<file path="src/hdl/imbe_pkg.sv">
// ----------------------------------------------------------------------------
// imbe_pkg: shared types and constants of the I2C master bit engine
// Phase codes, command codes, register indexes, state and configuration
// records, and the line-drive lookup used when a phase is entered.
// ----------------------------------------------------------------------------
package imbe_pkg;

  // Bus phases of the engine
  typedef enum logic [4:0] {
    PH_IDLE    = 5'd0,
    PH_ST_REL  = 5'd1,
    PH_ST_SDA  = 5'd2,
    PH_ST_SCL  = 5'd3,
    PH_SP_LOW  = 5'd4,
    PH_SP_SCL  = 5'd5,
    PH_SP_SDA  = 5'd6,
    PH_WR_PRE  = 5'd7,
    PH_WR_DAT  = 5'd8,
    PH_WR_HI   = 5'd9,
    PH_WR_LO   = 5'd10,
    PH_AK_REL  = 5'd11,
    PH_AK_HI   = 5'd12,
    PH_AK_POLL = 5'd13,
    PH_AK_LO   = 5'd14,
    PH_RD_LO   = 5'd15,
    PH_RD_HI   = 5'd16,
    PH_RD_KEEP = 5'd17,
    PH_RD_END  = 5'd18,
    PH_KA_DAT  = 5'd19,
    PH_KA_HI   = 5'd20,
    PH_KA_LO   = 5'd21,
    PH_RC_REL  = 5'd22,
    PH_RC_LO   = 5'd23,
    PH_RC_HI   = 5'd24
  } phase_e;

  // Command codes
  localparam logic [2:0] OP_NONE    = 3'd0;
  localparam logic [2:0] OP_START   = 3'd1;
  localparam logic [2:0] OP_WRITE   = 3'd2;
  localparam logic [2:0] OP_READ    = 3'd3;
  localparam logic [2:0] OP_STOP    = 3'd4;
  localparam logic [2:0] OP_RECOVER = 3'd5;

  // Configuration register indexes
  localparam logic [1:0] CFG_PHASE_TICKS   = 2'd0;
  localparam logic [1:0] CFG_ACK_TIMEOUT   = 2'd1;
  localparam logic [1:0] CFG_STRETCH_GUARD = 2'd2;

  // Register reset values
  localparam logic [7:0]  PHASE_TICKS_RST   = 8'd5;
  localparam logic [15:0] ACK_TIMEOUT_RST   = 16'd300;
  localparam logic [15:0] STRETCH_GUARD_RST = 16'd1000;

  // Counts
  localparam logic [3:0] BITS_PER_BYTE   = 4'd8;
  localparam logic [3:0] RECOVER_PULSES  = 4'd9;

  // Line drive: bit 0 pulls SCL low, bit 1 pulls SDA low
  localparam logic [1:0] LINES_RELEASED = 2'b00;

  typedef struct packed {
    phase_e      phase;
    logic [3:0]  bit_count;
    logic [7:0]  shift_reg;
    logic [7:0]  phase_timer;
    logic [15:0] ack_timer;
    logic [15:0] stretch_timer;
    logic        ack_choice;
    logic [1:0]  line_drive;
    logic        last_status;
    logic [7:0]  rx_keep;
  } imbe_state_t;

  typedef struct packed {
    logic [7:0]  phase_ticks;
    logic [15:0] ack_timeout_ticks;
    logic [15:0] stretch_guard_ticks;
  } imbe_cfg_t;

  // Line drive on entry to a phase; phases not listed keep the current drive
  function automatic logic [1:0] phase_lines(phase_e p, logic data_msb,
                                             logic ack_choice, logic [1:0] cur);
    logic [1:0] lines;
    lines = cur;
    case (p)
      PH_ST_REL, PH_SP_SDA, PH_AK_HI, PH_RD_HI,
      PH_RD_KEEP, PH_RC_REL, PH_RC_HI:           lines = 2'b00;
      PH_ST_SDA, PH_SP_SCL:                      lines = 2'b10;
      PH_ST_SCL, PH_SP_LOW:                      lines = 2'b11;
      PH_WR_PRE, PH_AK_REL, PH_AK_LO, PH_RD_LO,
      PH_RD_END, PH_KA_LO, PH_RC_LO:             lines = 2'b01;
      PH_WR_DAT:                                 lines = {~data_msb, 1'b1};
      PH_WR_HI:                                  lines = {cur[1], 1'b0};
      PH_WR_LO:                                  lines = {cur[1], 1'b1};
      PH_KA_DAT:                                 lines = {ack_choice, 1'b1};
      PH_KA_HI:                                  lines = {ack_choice, 1'b0};
      default:                                   lines = cur;
    endcase
    return lines;
  endfunction

endpackage

</file>
<file path="src/hdl/imbe_step.sv">
// ----------------------------------------------------------------------------
// imbe_step: one-tick next-state logic of the I2C master bit engine
// Takes the current engine state, the configuration and one tick's command
// and line samples, and gives the state after the tick and the done flag.
// ----------------------------------------------------------------------------
module imbe_step (
  input  imbe_pkg::imbe_state_t state_i,
  input  imbe_pkg::imbe_cfg_t   cfg_i,
  input  logic [2:0]            op_i,
  input  logic [7:0]            tx_byte_i,
  input  logic                  send_ack_i,
  input  logic                  scl_in_i,
  input  logic                  sda_in_i,
  output imbe_pkg::imbe_state_t state_o,
  output logic                  done_o
);

  imbe_pkg::imbe_state_t nxt;
  imbe_pkg::phase_e      enter_ph;
  logic                  enter_en;
  logic                  done;
  logic [7:0]            pt_inc;
  logic [7:0]            limit;
  logic [15:0]           ack_inc;
  logic [3:0]            bc_inc;
  logic                  rel_scl;

  assign pt_inc  = state_i.phase_timer + 8'd1;
  assign ack_inc = state_i.ack_timer + 16'd1;
  assign bc_inc  = state_i.bit_count + 4'd1;
  assign limit   = (state_i.phase == imbe_pkg::PH_AK_REL) ? 8'd1 : cfg_i.phase_ticks;
  assign rel_scl = state_i.phase inside {imbe_pkg::PH_SP_SCL, imbe_pkg::PH_WR_HI,
                                         imbe_pkg::PH_AK_HI, imbe_pkg::PH_RD_HI,
                                         imbe_pkg::PH_KA_HI, imbe_pkg::PH_RC_HI};

  // Advance the engine by one tick
  always_comb begin
    nxt      = state_i;
    enter_en = 1'b0;
    enter_ph = imbe_pkg::PH_IDLE;
    done     = 1'b0;

    if (state_i.phase == imbe_pkg::PH_IDLE) begin
      // take a command
      if (op_i inside {[imbe_pkg::OP_START:imbe_pkg::OP_RECOVER]}) begin
        nxt.last_status = 1'b0;
      end
      case (op_i)
        imbe_pkg::OP_START: begin
          enter_en = 1'b1;
          enter_ph = imbe_pkg::PH_ST_REL;
        end
        imbe_pkg::OP_WRITE: begin
          nxt.shift_reg = tx_byte_i;
          enter_en      = 1'b1;
          enter_ph      = imbe_pkg::PH_WR_PRE;
        end
        imbe_pkg::OP_READ: begin
          nxt.ack_choice = send_ack_i;
          nxt.shift_reg  = 8'd0;
          nxt.bit_count  = 4'd0;
          enter_en       = 1'b1;
          enter_ph       = imbe_pkg::PH_RD_LO;
        end
        imbe_pkg::OP_STOP: begin
          enter_en = 1'b1;
          enter_ph = imbe_pkg::PH_SP_LOW;
        end
        imbe_pkg::OP_RECOVER: begin
          enter_en = 1'b1;
          enter_ph = imbe_pkg::PH_RC_REL;
        end
        default: ;
      endcase
    end else if (state_i.phase == imbe_pkg::PH_AK_POLL) begin
      // poll for ACK, give up after the timeout
      if (!sda_in_i) begin
        enter_en = 1'b1;
        enter_ph = imbe_pkg::PH_AK_LO;
      end else begin
        nxt.ack_timer = ack_inc;
        if (ack_inc >= cfg_i.ack_timeout_ticks) begin
          nxt.last_status = 1'b1;
          enter_en        = 1'b1;
          enter_ph        = imbe_pkg::PH_SP_LOW;
        end
      end
    end else if (rel_scl && state_i.phase_timer == 8'd0 && !scl_in_i &&
                 state_i.stretch_timer < cfg_i.stretch_guard_ticks) begin
      // hold while a slave stretches the clock
      nxt.stretch_timer = state_i.stretch_timer + 16'd1;
    end else begin
      nxt.phase_timer = pt_inc;
      if (pt_inc >= limit || pt_inc == 8'd0) begin
        // end the held phase
        enter_en = 1'b1;
        case (state_i.phase)
          imbe_pkg::PH_ST_REL: enter_ph = imbe_pkg::PH_ST_SDA;
          imbe_pkg::PH_ST_SDA: enter_ph = imbe_pkg::PH_ST_SCL;
          imbe_pkg::PH_SP_LOW: enter_ph = imbe_pkg::PH_SP_SCL;
          imbe_pkg::PH_SP_SCL: enter_ph = imbe_pkg::PH_SP_SDA;
          imbe_pkg::PH_WR_PRE: begin
            nxt.bit_count = 4'd0;
            enter_ph      = imbe_pkg::PH_WR_DAT;
          end
          imbe_pkg::PH_WR_DAT: enter_ph = imbe_pkg::PH_WR_HI;
          imbe_pkg::PH_WR_HI:  enter_ph = imbe_pkg::PH_WR_LO;
          imbe_pkg::PH_WR_LO: begin
            nxt.shift_reg = {state_i.shift_reg[6:0], 1'b0};
            nxt.bit_count = bc_inc;
            enter_ph      = (bc_inc >= imbe_pkg::BITS_PER_BYTE) ?
                            imbe_pkg::PH_AK_REL : imbe_pkg::PH_WR_DAT;
          end
          imbe_pkg::PH_AK_REL: enter_ph = imbe_pkg::PH_AK_HI;
          imbe_pkg::PH_AK_HI: begin
            nxt.ack_timer = 16'd0;
            enter_ph      = imbe_pkg::PH_AK_POLL;
          end
          imbe_pkg::PH_RD_LO: enter_ph = imbe_pkg::PH_RD_HI;
          imbe_pkg::PH_RD_HI: begin
            nxt.shift_reg = {state_i.shift_reg[6:0], sda_in_i};
            enter_ph      = imbe_pkg::PH_RD_KEEP;
          end
          imbe_pkg::PH_RD_KEEP: begin
            nxt.bit_count = bc_inc;
            enter_ph      = (bc_inc >= imbe_pkg::BITS_PER_BYTE) ?
                            imbe_pkg::PH_RD_END : imbe_pkg::PH_RD_LO;
          end
          imbe_pkg::PH_RD_END: enter_ph = imbe_pkg::PH_KA_DAT;
          imbe_pkg::PH_KA_DAT: enter_ph = imbe_pkg::PH_KA_HI;
          imbe_pkg::PH_KA_HI:  enter_ph = imbe_pkg::PH_KA_LO;
          imbe_pkg::PH_RC_REL: begin
            nxt.bit_count = 4'd0;
            enter_ph      = sda_in_i ? imbe_pkg::PH_SP_LOW : imbe_pkg::PH_RC_LO;
          end
          imbe_pkg::PH_RC_LO: enter_ph = imbe_pkg::PH_RC_HI;
          imbe_pkg::PH_RC_HI: begin
            nxt.bit_count = bc_inc;
            enter_ph      = (bc_inc >= imbe_pkg::RECOVER_PULSES) ?
                            imbe_pkg::PH_SP_LOW : imbe_pkg::PH_RC_LO;
          end
          imbe_pkg::PH_KA_LO: begin
            nxt.rx_keep = state_i.shift_reg;
            enter_ph    = imbe_pkg::PH_IDLE;
            done        = 1'b1;
          end
          default: begin
            enter_ph = imbe_pkg::PH_IDLE;
            done     = 1'b1;
          end
        endcase
      end
    end

    // enter the new phase: clear the phase and stretch timers, set the line drive
    if (enter_en) begin
      nxt.phase         = enter_ph;
      nxt.phase_timer   = 8'd0;
      nxt.stretch_timer = 16'd0;
      nxt.line_drive    = imbe_pkg::phase_lines(enter_ph, nxt.shift_reg[7],
                                                nxt.ack_choice, state_i.line_drive);
    end
  end

  assign state_o = nxt;
  assign done_o  = done;

endmodule

</file>
<file path="src/hdl/i2c_master_bit_engine.sv">
// ----------------------------------------------------------------------------
// i2c_master_bit_engine: tick-level open-drain I2C master
// Input register, one-tick engine step and result register with stall.
// ----------------------------------------------------------------------------
// Usage:
//   Each input word is one bus timing tick: a command (op_i with tx_byte_i
//   and send_ack_i) plus the sampled SCL and SDA levels. Every accepted word
//   yields exactly one result word: line drives, busy, done, rx_byte, status.
//   Words move on valid/stall: a word is taken at a clock edge with valid
//   high and stall low. Commands given while busy are ignored.
//   An accepted word sits in the input register, and the engine step loads
//   the result register from it once the result slot is free. Throughput
//   is one word per cycle while out_stall_i holds no pending result; the
//   engine state loop closes through one step each cycle.
//   When out_stall_i holds a pending result, the engine and input register
//   hold; in_stall_o rises once the input register is also occupied.
//   Reset clears both pipeline valids, puts the engine in idle with both
//   lines released, and loads the timing registers with their defaults.
//   Write configuration through cfg_we_i only while no word is in flight.
// ----------------------------------------------------------------------------
module i2c_master_bit_engine (
  input  logic        clk_i,
  input  logic        rst_ni,
  // configuration
  input  logic        cfg_we_i,
  input  logic [1:0]  cfg_index_i,
  input  logic [15:0] cfg_wdata_i,
  // input channel
  input  logic        in_valid_i,
  output logic        in_stall_o,
  input  logic [2:0]  op_i,
  input  logic [7:0]  tx_byte_i,
  input  logic        send_ack_i,
  input  logic        scl_in_i,
  input  logic        sda_in_i,
  // output channel
  output logic        out_valid_o,
  input  logic        out_stall_i,
  output logic        scl_low_o,
  output logic        sda_low_o,
  output logic        busy_res_o,
  output logic        done_res_o,
  output logic [7:0]  rx_byte_o,
  output logic        status_o
);

  logic                  in_vld_q, in_vld_d;
  logic [2:0]            op_q;
  logic [7:0]            tx_byte_q;
  logic                  send_ack_q, scl_in_q, sda_in_q;
  logic                  out_vld_q, out_vld_d;
  logic                  scl_low_q, sda_low_q, busy_q, done_q, status_q;
  logic [7:0]            rx_byte_q;
  logic                  advance, accept_in, step_done;
  imbe_pkg::imbe_state_t state_q, state_d;
  imbe_pkg::imbe_cfg_t   cfg_q;

  // Handshake: step when a word waits and the result slot frees up
  assign advance   = in_vld_q && (!out_vld_q || !out_stall_i);
  assign in_stall_o = in_vld_q && !advance;
  assign accept_in = in_valid_i && !in_stall_o;
  assign in_vld_d  = accept_in || (in_vld_q && !advance);
  assign out_vld_d = advance || (out_vld_q && out_stall_i);

  // Configuration registers
  always_ff @(posedge clk_i or negedge rst_ni) begin
    if (!rst_ni) begin
      cfg_q.phase_ticks         <= imbe_pkg::PHASE_TICKS_RST;
      cfg_q.ack_timeout_ticks   <= imbe_pkg::ACK_TIMEOUT_RST;
      cfg_q.stretch_guard_ticks <= imbe_pkg::STRETCH_GUARD_RST;
    end else if (cfg_we_i) begin
      case (cfg_index_i)
        imbe_pkg::CFG_PHASE_TICKS:   cfg_q.phase_ticks         <= cfg_wdata_i[7:0];
        imbe_pkg::CFG_ACK_TIMEOUT:   cfg_q.ack_timeout_ticks   <= cfg_wdata_i;
        imbe_pkg::CFG_STRETCH_GUARD: cfg_q.stretch_guard_ticks <= cfg_wdata_i;
        default: ;
      endcase
    end
  end

  // Valid bits
  always_ff @(posedge clk_i or negedge rst_ni) begin
    if (!rst_ni) begin
      in_vld_q  <= 1'b0;
      out_vld_q <= 1'b0;
    end else begin
      in_vld_q  <= in_vld_d;
      out_vld_q <= out_vld_d;
    end
  end

  // Input register
  always_ff @(posedge clk_i) begin
    if (accept_in) begin
      op_q       <= op_i;
      tx_byte_q  <= tx_byte_i;
      send_ack_q <= send_ack_i;
      scl_in_q   <= scl_in_i;
      sda_in_q   <= sda_in_i;
    end
  end

  // Engine step
  imbe_step u_step (
    .state_i    (state_q),
    .cfg_i      (cfg_q),
    .op_i       (op_q),
    .tx_byte_i  (tx_byte_q),
    .send_ack_i (send_ack_q),
    .scl_in_i   (scl_in_q),
    .sda_in_i   (sda_in_q),
    .state_o    (state_d),
    .done_o     (step_done)
  );

  // Engine state
  always_ff @(posedge clk_i or negedge rst_ni) begin
    if (!rst_ni) begin
      state_q.phase         <= imbe_pkg::PH_IDLE;
      state_q.bit_count     <= 4'd0;
      state_q.shift_reg     <= 8'd0;
      state_q.phase_timer   <= 8'd0;
      state_q.ack_timer     <= 16'd0;
      state_q.stretch_timer <= 16'd0;
      state_q.ack_choice    <= 1'b0;
      state_q.line_drive    <= imbe_pkg::LINES_RELEASED;
      state_q.last_status   <= 1'b0;
      state_q.rx_keep       <= 8'd0;
    end else if (advance) begin
      state_q <= state_d;
    end
  end

  // Result register
  always_ff @(posedge clk_i) begin
    if (advance) begin
      scl_low_q <= state_d.line_drive[0];
      sda_low_q <= state_d.line_drive[1];
      busy_q    <= (state_d.phase != imbe_pkg::PH_IDLE);
      done_q    <= step_done;
      rx_byte_q <= state_d.rx_keep;
      status_q  <= state_d.last_status;
    end
  end

  assign out_valid_o = out_vld_q;
  assign scl_low_o   = scl_low_q;
  assign sda_low_o   = sda_low_q;
  assign busy_res_o  = busy_q;
  assign done_res_o  = done_q;
  assign rx_byte_o   = rx_byte_q;
  assign status_o    = status_q;

endmodule
</file>
<file path="config.mk">
export PLATFORM = sky130hd
export DESIGN_NAME = i2c_master_bit_engine
export DESIGN_NICKNAME = d
export VERILOG_FILES = /design/src/hdl/imbe_pkg.sv /design/src/hdl/imbe_step.sv /design/src/hdl/i2c_master_bit_engine.sv
export SDC_FILE = /design/constraint.sdc
export NUM_CORES = 1
export LEC_CHECK = 0
export BUFFER_PORTS_ARGS = -buffer_cell sky130_fd_sc_hd__buf_2
export CAP_MARGIN = 20
export CORE_MARGIN = 2
export CORE_UTILIZATION = 54
export CTS_CLUSTER_DIAMETER = 60
export DETAILED_ROUTE_END_ITERATION = 10
export MAX_ROUTING_LAYER = met4
export PLACE_DENSITY = 0.72
export SYNTH_ARGS = -nofsm -noshare
export SYNTH_HDL_FRONTEND = slang
export SYNTH_SLANG_ARGS = --single-unit
</file>
<file path="constraint.sdc">
create_clock -name clk_i -period 9.2 [get_ports clk_i]
set_input_delay 1.84 -clock clk_i [delete_from_list [all_inputs] [get_ports clk_i]]
set_output_delay 1.84 -clock clk_i [all_outputs]
set_load 0.1 [all_outputs]
</file>
# After elaboration in Yosys (flattened, before gate mapping)

Cells that the tools add are included.

Register bits: 138
Input port bits: 37
Word-level logic and storage cells: 200

$add $sub $neg: 4
Order comparisons: 7
Equal/unequal tests: 60
Mux-type cells: 53
Bitwise gates (word level): 3
Reduce and logical (&&, ||, !) cells: 46

Operators by type and width:

| cell                                                                    | count |
|---|---|
| 16-bit two-way mux                                                      | 7 |
| 5-bit one-hot mux with 19 select lines                                  | 1 |
| 5-bit equality test, second input constant                              | 18 |
| 5-bit by 4-bit equality test with 1-bit output, second input constant   | 14 |
| 8-bit two-way mux                                                       | 7 |
| 5-bit two-way mux                                                       | 9 |
| 40-bit two-way mux                                                      | 1 |
| 36-bit two-way mux                                                      | 1 |
| 5-bit by 3-bit equality test with 1-bit output, second input constant   | 7 |
| 16-bit by 1-bit adder with 16-bit output, second input constant         | 2 |
| 8-bit one-hot mux with 2 select lines                                   | 2 |
| 5-bit one-hot mux with 5 select lines                                   | 1 |
| 12-bit two-way mux                                                      | 2 |
| 20-bit two-way mux                                                      | 1 |
| 19-bit OR reduction                                                     | 1 |
| 2-bit one-hot mux with 9 select lines                                   | 1 |
| 6-bit AND reduction                                                     | 3 |
| 16-bit >= comparator                                                    | 1 |
| 8-bit logical NOT                                                       | 2 |
| 16-bit less-than comparator                                             | 1 |
| 5-bit by 2-bit equality test with 1-bit output, second input constant   | 3 |
| 1-bit two-way mux                                                       | 15 |
| 7-bit OR reduction                                                      | 2 |
| 2-bit by 1-bit inequality test with 1-bit output, second input constant | 6 |
| other kinds (34)                                                        | 65 |

# Logic depth before layout (Yosys ltp)

Depth after elaboration: 12
Mapped depth: 20
Depth with buffers taken out: 19

# Hierarchy

From an unflattened synthesis, not the netlist that was laid out.

Cell total of the unflattened synthesis: 841
Area, all modules: 8777.2 sq um

Modules (own cells, without submodules):

| module                | times used | cells each | area each (sq um) |
|---|---|---|---|
| i2c_master_bit_engine | 1          | 268        | 5009.8 |
| imbe_step             | 1          | 573        | 3767.4 |

# Worst setup path before layout

OpenSTA, ideal clock, no wires.

Path type: in2out
Start point: input out_stall_i
End point: output in_stall_o
Data arrival time: 2567 ps
Data required time: 7360 ps
Setup slack: 4793 ps
Stages on the path: 2
Buffers on the path: 0
Path through: nand3_1 -> inv_1

Longest elaborated chain between the ends: 5

RTL lines:

| what              | RTL line                    | text |
|---|---|---|
| from (decl)       | i2c_master_bit_engine.sv:38 | `input logic out_stall_i,` |
| 1-bit logical NOT | i2c_master_bit_engine.sv:59 | `assign advance = in_vld_q && (!out_vld_q \|\| !out_stall_i);` |
| 1-bit logical OR  | i2c_master_bit_engine.sv:59 |  |
| 1-bit logical AND | i2c_master_bit_engine.sv:59 |  |
| 1-bit logical NOT | i2c_master_bit_engine.sv:60 | `assign in_stall_o = in_vld_q && !advance;` |
| 1-bit logical AND | i2c_master_bit_engine.sv:60 |  |
| to (decl)         | i2c_master_bit_engine.sv:30 | `output logic in_stall_o,` |

No other way between the ends.

# Final worst setup path

Start point: register state_q[28] in the netlist's numbering
End point: register state_q[10] in the netlist's numbering

Longest elaborated chain between the ends: 10
Elaborated cells between the ends (all ways): 39
Classes of those cells: 1 x add/sub; 1 x order compare; 23 x eq/ne; 10 x mux; 4 x reduce/logical

RTL lines:

| what                                                                   | RTL line                     | text |
|---|---|---|
| from (decl)                                                            | i2c_master_bit_engine.sv:55  | `imbe_pkg::imbe_state_t state_q, state_d;` |
| from (signal assigned)                                                 | i2c_master_bit_engine.sv:130 | `state_q <= state_d;` |
| 16-bit by 1-bit adder with 16-bit output *                             | imbe_step.sv:29              | `assign ack_inc = state_i.ack_timer + 16'd1;` |
| 16-bit >= comparator *                                                 | imbe_step.sv:82              | `if (ack_inc >= cfg_i.ack_timeout_ticks) begin` |
| 3-bit two-way mux                                                      | imbe_step.sv:82              |  |
| 5-bit two-way mux                                                      | imbe_step.sv:77              | `if (!sda_in_i) begin` |
| 5-bit two-way mux                                                      | imbe_step.sv:75              | `end else if (state_i.phase == imbe_pkg::PH_AK_POLL) begin` |
| 5-bit two-way mux                                                      | imbe_step.sv:43              | `if (state_i.phase == imbe_pkg::PH_IDLE) begin` |
| 5-bit by 3-bit equality test with 1-bit output (tied with other cells) | imbe_pkg.sv:86               | `case (p)` |
| 7-bit OR reduction / 2-bit OR reduction (equally long branches)        | imbe_pkg.sv:86               |  |
| 2-bit one-hot mux with 9 select lines                                  | imbe_pkg.sv:86               |  |
| 2-bit two-way mux *                                                    | imbe_step.sv:156             | `if (enter_en) begin` |

Mark *: on every way between the ends. The rest lies on a longest branch, timed or not.
A chain may end at the register's enable or synchronous reset.

==> metrics.md <==
| Metric | Value |
|---|---|
| Status | `completed` |
| CTS H-tree lvls | `4` |
| CTS buffer count | `17` |
| Crit path DAT | `5.34 ns` |
| Vias in the first global route | `6,413` |
| Port bufs | `51` |
| Post-synth EDFFs | `27` |
| CTS resizes | `0` |
| Die Y | `126 um` |
| Max VDD drop | `0.000160 V` |
| GRT busiest layer | `met2` |
| Bufs on Longest Clock Path | `2` |
| Sequential area share after synthesis | `44.7%` |
| Synth Area per Inst | `9.76 um2` |
| CP startpoint | `state_q[28]` |
| First-pass GRT wire length | `31,900 um` |
| Core Rows | `44` |
| Setup Skew | `0.0123 ns` |
| Critical path class | `reg -> reg` |
| DR iter-0 viols | `633` |
| Hold_sp | `state_q[6]` |
| CTS tree | `yes` |
| Synthesized flop and latch total | `138` |
| Reg2Reg Depth | `19` |
| Worst setup path end | `state_q[10]` |
| Routed via count | `6,541` |
| Drt pass-1 iters | `5` |
| Most frequent cells in the layout | `dfrtp_1, nand2_1, nor2_1` |
| Detail Placement HPWL | `14,100 um` |
| Cell taking the most area after synthesis | `dfrtp_1` |
| WHS Path Cells | `2` |
| RSZ-0062 raised after global routing | `no` |
| Share of cells above drive strength 1 | `19.8%` |
| Distinct cells, synth | `76` |
| GP Congestion | `0.948` |
| Fin Hold WS | `0.476 ns` |
| Post-CTS setup buffers | `0` |
| Power Density | `284 mW/mm2` |
| Commonest non-fill, non-tap cell in the layout | `dfrtp_1` |
| Syn Nets | `909` |
| Net count reported at finish | `959` |
| Vias per cell | `6.09` |
| Full die area | `0.0159 mm2` |
| Reg-to-reg startpoint | `state_q[28]` |
| Flop2flop setup slack | `4.16 ns` |
| Final Hold Viols | `0` |
| Post-route ant nets | `0` |
| Fmax | `0.198 GHz` |
| Final setup violation count | `0` |
| Yosys top cell area share | `30.7%` |
| Starting Density | `55.3%` |
| Max-slew headroom | `32.3%` |
| Core ar. | `0.0146 mm2` |
| Sink Count | `138` |
| Sequential Area | `0.00360 mm2` |
| Final wirelength | `19,600 um` |
| Latest clock arrival within the worst-skew pair | `0.43 ns` |
| All-layer global routing usage | `26.2%` |
| Crit Path Max Fanout | `7` |
| Period utilization | `54.8%` |
| Hold-fix buffers, CTS | `0` |
| Period minus WS final | `5.04 ns` |
| Final slew viol count | `0` |
| Synth area leaders | `dfrtp_1, edfxtp_1, mux2_2` |
| LEAKAGE | `4.16 nW` |
| Syn. warnings | `0` |
| RR Endpoint | `state_q[10]` |
| Antenna violations before repair | `0` |
| WL per Instance | `18.2 um` |
| Max Cap Viol | `0` |
| Clk slew on worst S/H paths | `0.06 ns` |
| Most used DFF post-synth | `dfrtp_1` |
| Worst Tran Pin Value | `1.01 ns` |
| Overflow after GRT | `0` |
| Met1 usage | `32.1%` |
| Setup crit start kind | `flip-flop` |
| # fillers | `1,189` |
| Asr flop ratio synth | `80.4%` |
| Ant diodes | `0` |
| Setup TNS | `0 ns` |
| HP Class | `reg -> reg` |
| Met3 usage | `5.69%` |
| Ports | `52` |
| Root buffer cell | `clkbuf_16` |
| Multi-input gate area | `0.00415 mm2` |
| GR Util met2 | `42.3%` |
| Area of the mapped netlist | `0.00807 mm2` |
| Power Total | `0.00258 W` |
| Die X | `126 um` |
| Remaining DRCs | `0` |
| Layout area overhead | `12.9%` |
| Critical Path RT | `9.50 ns` |
| Largest net degree at the start of global routing | `81` |
| CP Capture Type | `flip-flop` |
| Syn Inst Count | `827` |
==> cell families (layout without fill, tap and decap cells) <==
| logic type | Yosys count | after routing | synth area share, % |
|---|---|---|---|
| and+or+nand+nor | 295 | 295 | 17.9 |
| DFF | 138 | 138 | 44.7 |
| AOI/OAI and AO/OA | 185 | 185 | 15.7 |
| xor gates and xnor gates | 30 | 30 | 3.26 |
| adders and majority gates | 46 | 46 | 7.10 |
| buffers and inverters | 80 | 143 | 3.92 |
| muxes | 53 | 53 | 7.40 |
==> registers in the layout, indices dropped and copies added (netlist names) <==
name / cells
status_o: 1
state_q: 69
send_ack_q: 1
in_vld_q: 1
rx_byte_o: 8
out_valid_o: 1
tx_byte_q: 8
scl_low_o: 1
busy_res_o: 1
done_res_o: 1
scl_in_q: 1
cfg_q: 40
sda_in_q: 1
op_q: 3
sda_low_o: 1
==> area by class of cell <==
class	count	share of cell area [%]
clock inverters	15	1.83
multi-input cells	609	45.6
flip-flops and latches	138	39.6
clock buffers	17	4.67
repair buffers	58	3.60
inverters	53	2.18
well taps	184	2.53
==> critical path: stages, from the launching register on <==
cell,delay [ns]
dfrtp_1,0.42
nand3_1,0.12
nor2_1,0.21
and3_1,0.26
and3_1,0.26
and3_1,0.26
and3_1,0.27
nand3_1,0.12
xnor2_1,0.16
ha_1,0.32
nand4_1,0.12
nor3_1,0.32
o211ai_1,0.17
nand4_1,0.29
o311a_1,0.26
nand2_1,0.21
a32o_1,0.33
a221o_2,0.36
o41ai_2,0.30
a22oi_1,0.14
==> cell usage after synthesis, types with 5 or more instances <==
master    number
dfrtp_1       99
nand2_1       98
nor2_1        70
mux2_2        53
inv_1         52
o21ai_0       52
ha_1          45
a21oi_1       38
edfxtp_1      27
nand3_1       25
nand2b_1      19
xor2_1        16
clkbuf_1      15
xnor2_1       14
and3_1        13
nor3_1        13
dfstp_2       12
o31ai_1       12
nand4_1       10
a22oi_1        8
nor2b_1        8
a31oi_1        7
a32o_1         7
buf_2          7
nor4_1         6
a211oi_1       5
a22o_1         5
or3_1          5
==> per-stage QoR <==
step / cell area, um2 / setup WS (ns) / instances / util [%]
after floorplan: 8070 / 4.79 / 827 / -
after global placement: 8470 / 4.33 / 1038 / 58.0
after detailed placement: 8470 / 4.24 / 1038 / 58.0
after CTS: 9060 / 4.22 / 1070 / 62.1
after global routing: 9110 / 3.74 / 1074 / 62.4
final: 9110 / 4.16 / 1074 / 62.4
==> worst min-delay path by stage <==
stage / slack [ns] / to
finish: 0.48 / state_q[6]
global route: 0.50 / state_q[6]
CTS: 0.48 / state_q[6]
detailed placement: 0.46 / state_q[5]
global placement: 0.45 / state_q[5]
floorplan: 0.44 / state_q[7]
==> layer usage <==
layer / part of all wire, % / vias up
li1: - / 3102
met1: 42 / 3166
met2: 49 / 226
met3: 6.1 / 47
met4: 2.6 / 0
met5: 0 / -
==> where the power goes <==
group | switching [W] | internal, W | leakage [nW]
registers | 0.000134 | 0.000740 | 1.67
logic | 0.000654 | 0.000373 | 2.21
clock network | 0.000280 | 0.000404 | 0.281
total | 0.00107 | 0.00152 | 4.16
No activity file was read; power rests on OpenSTA's default activity.
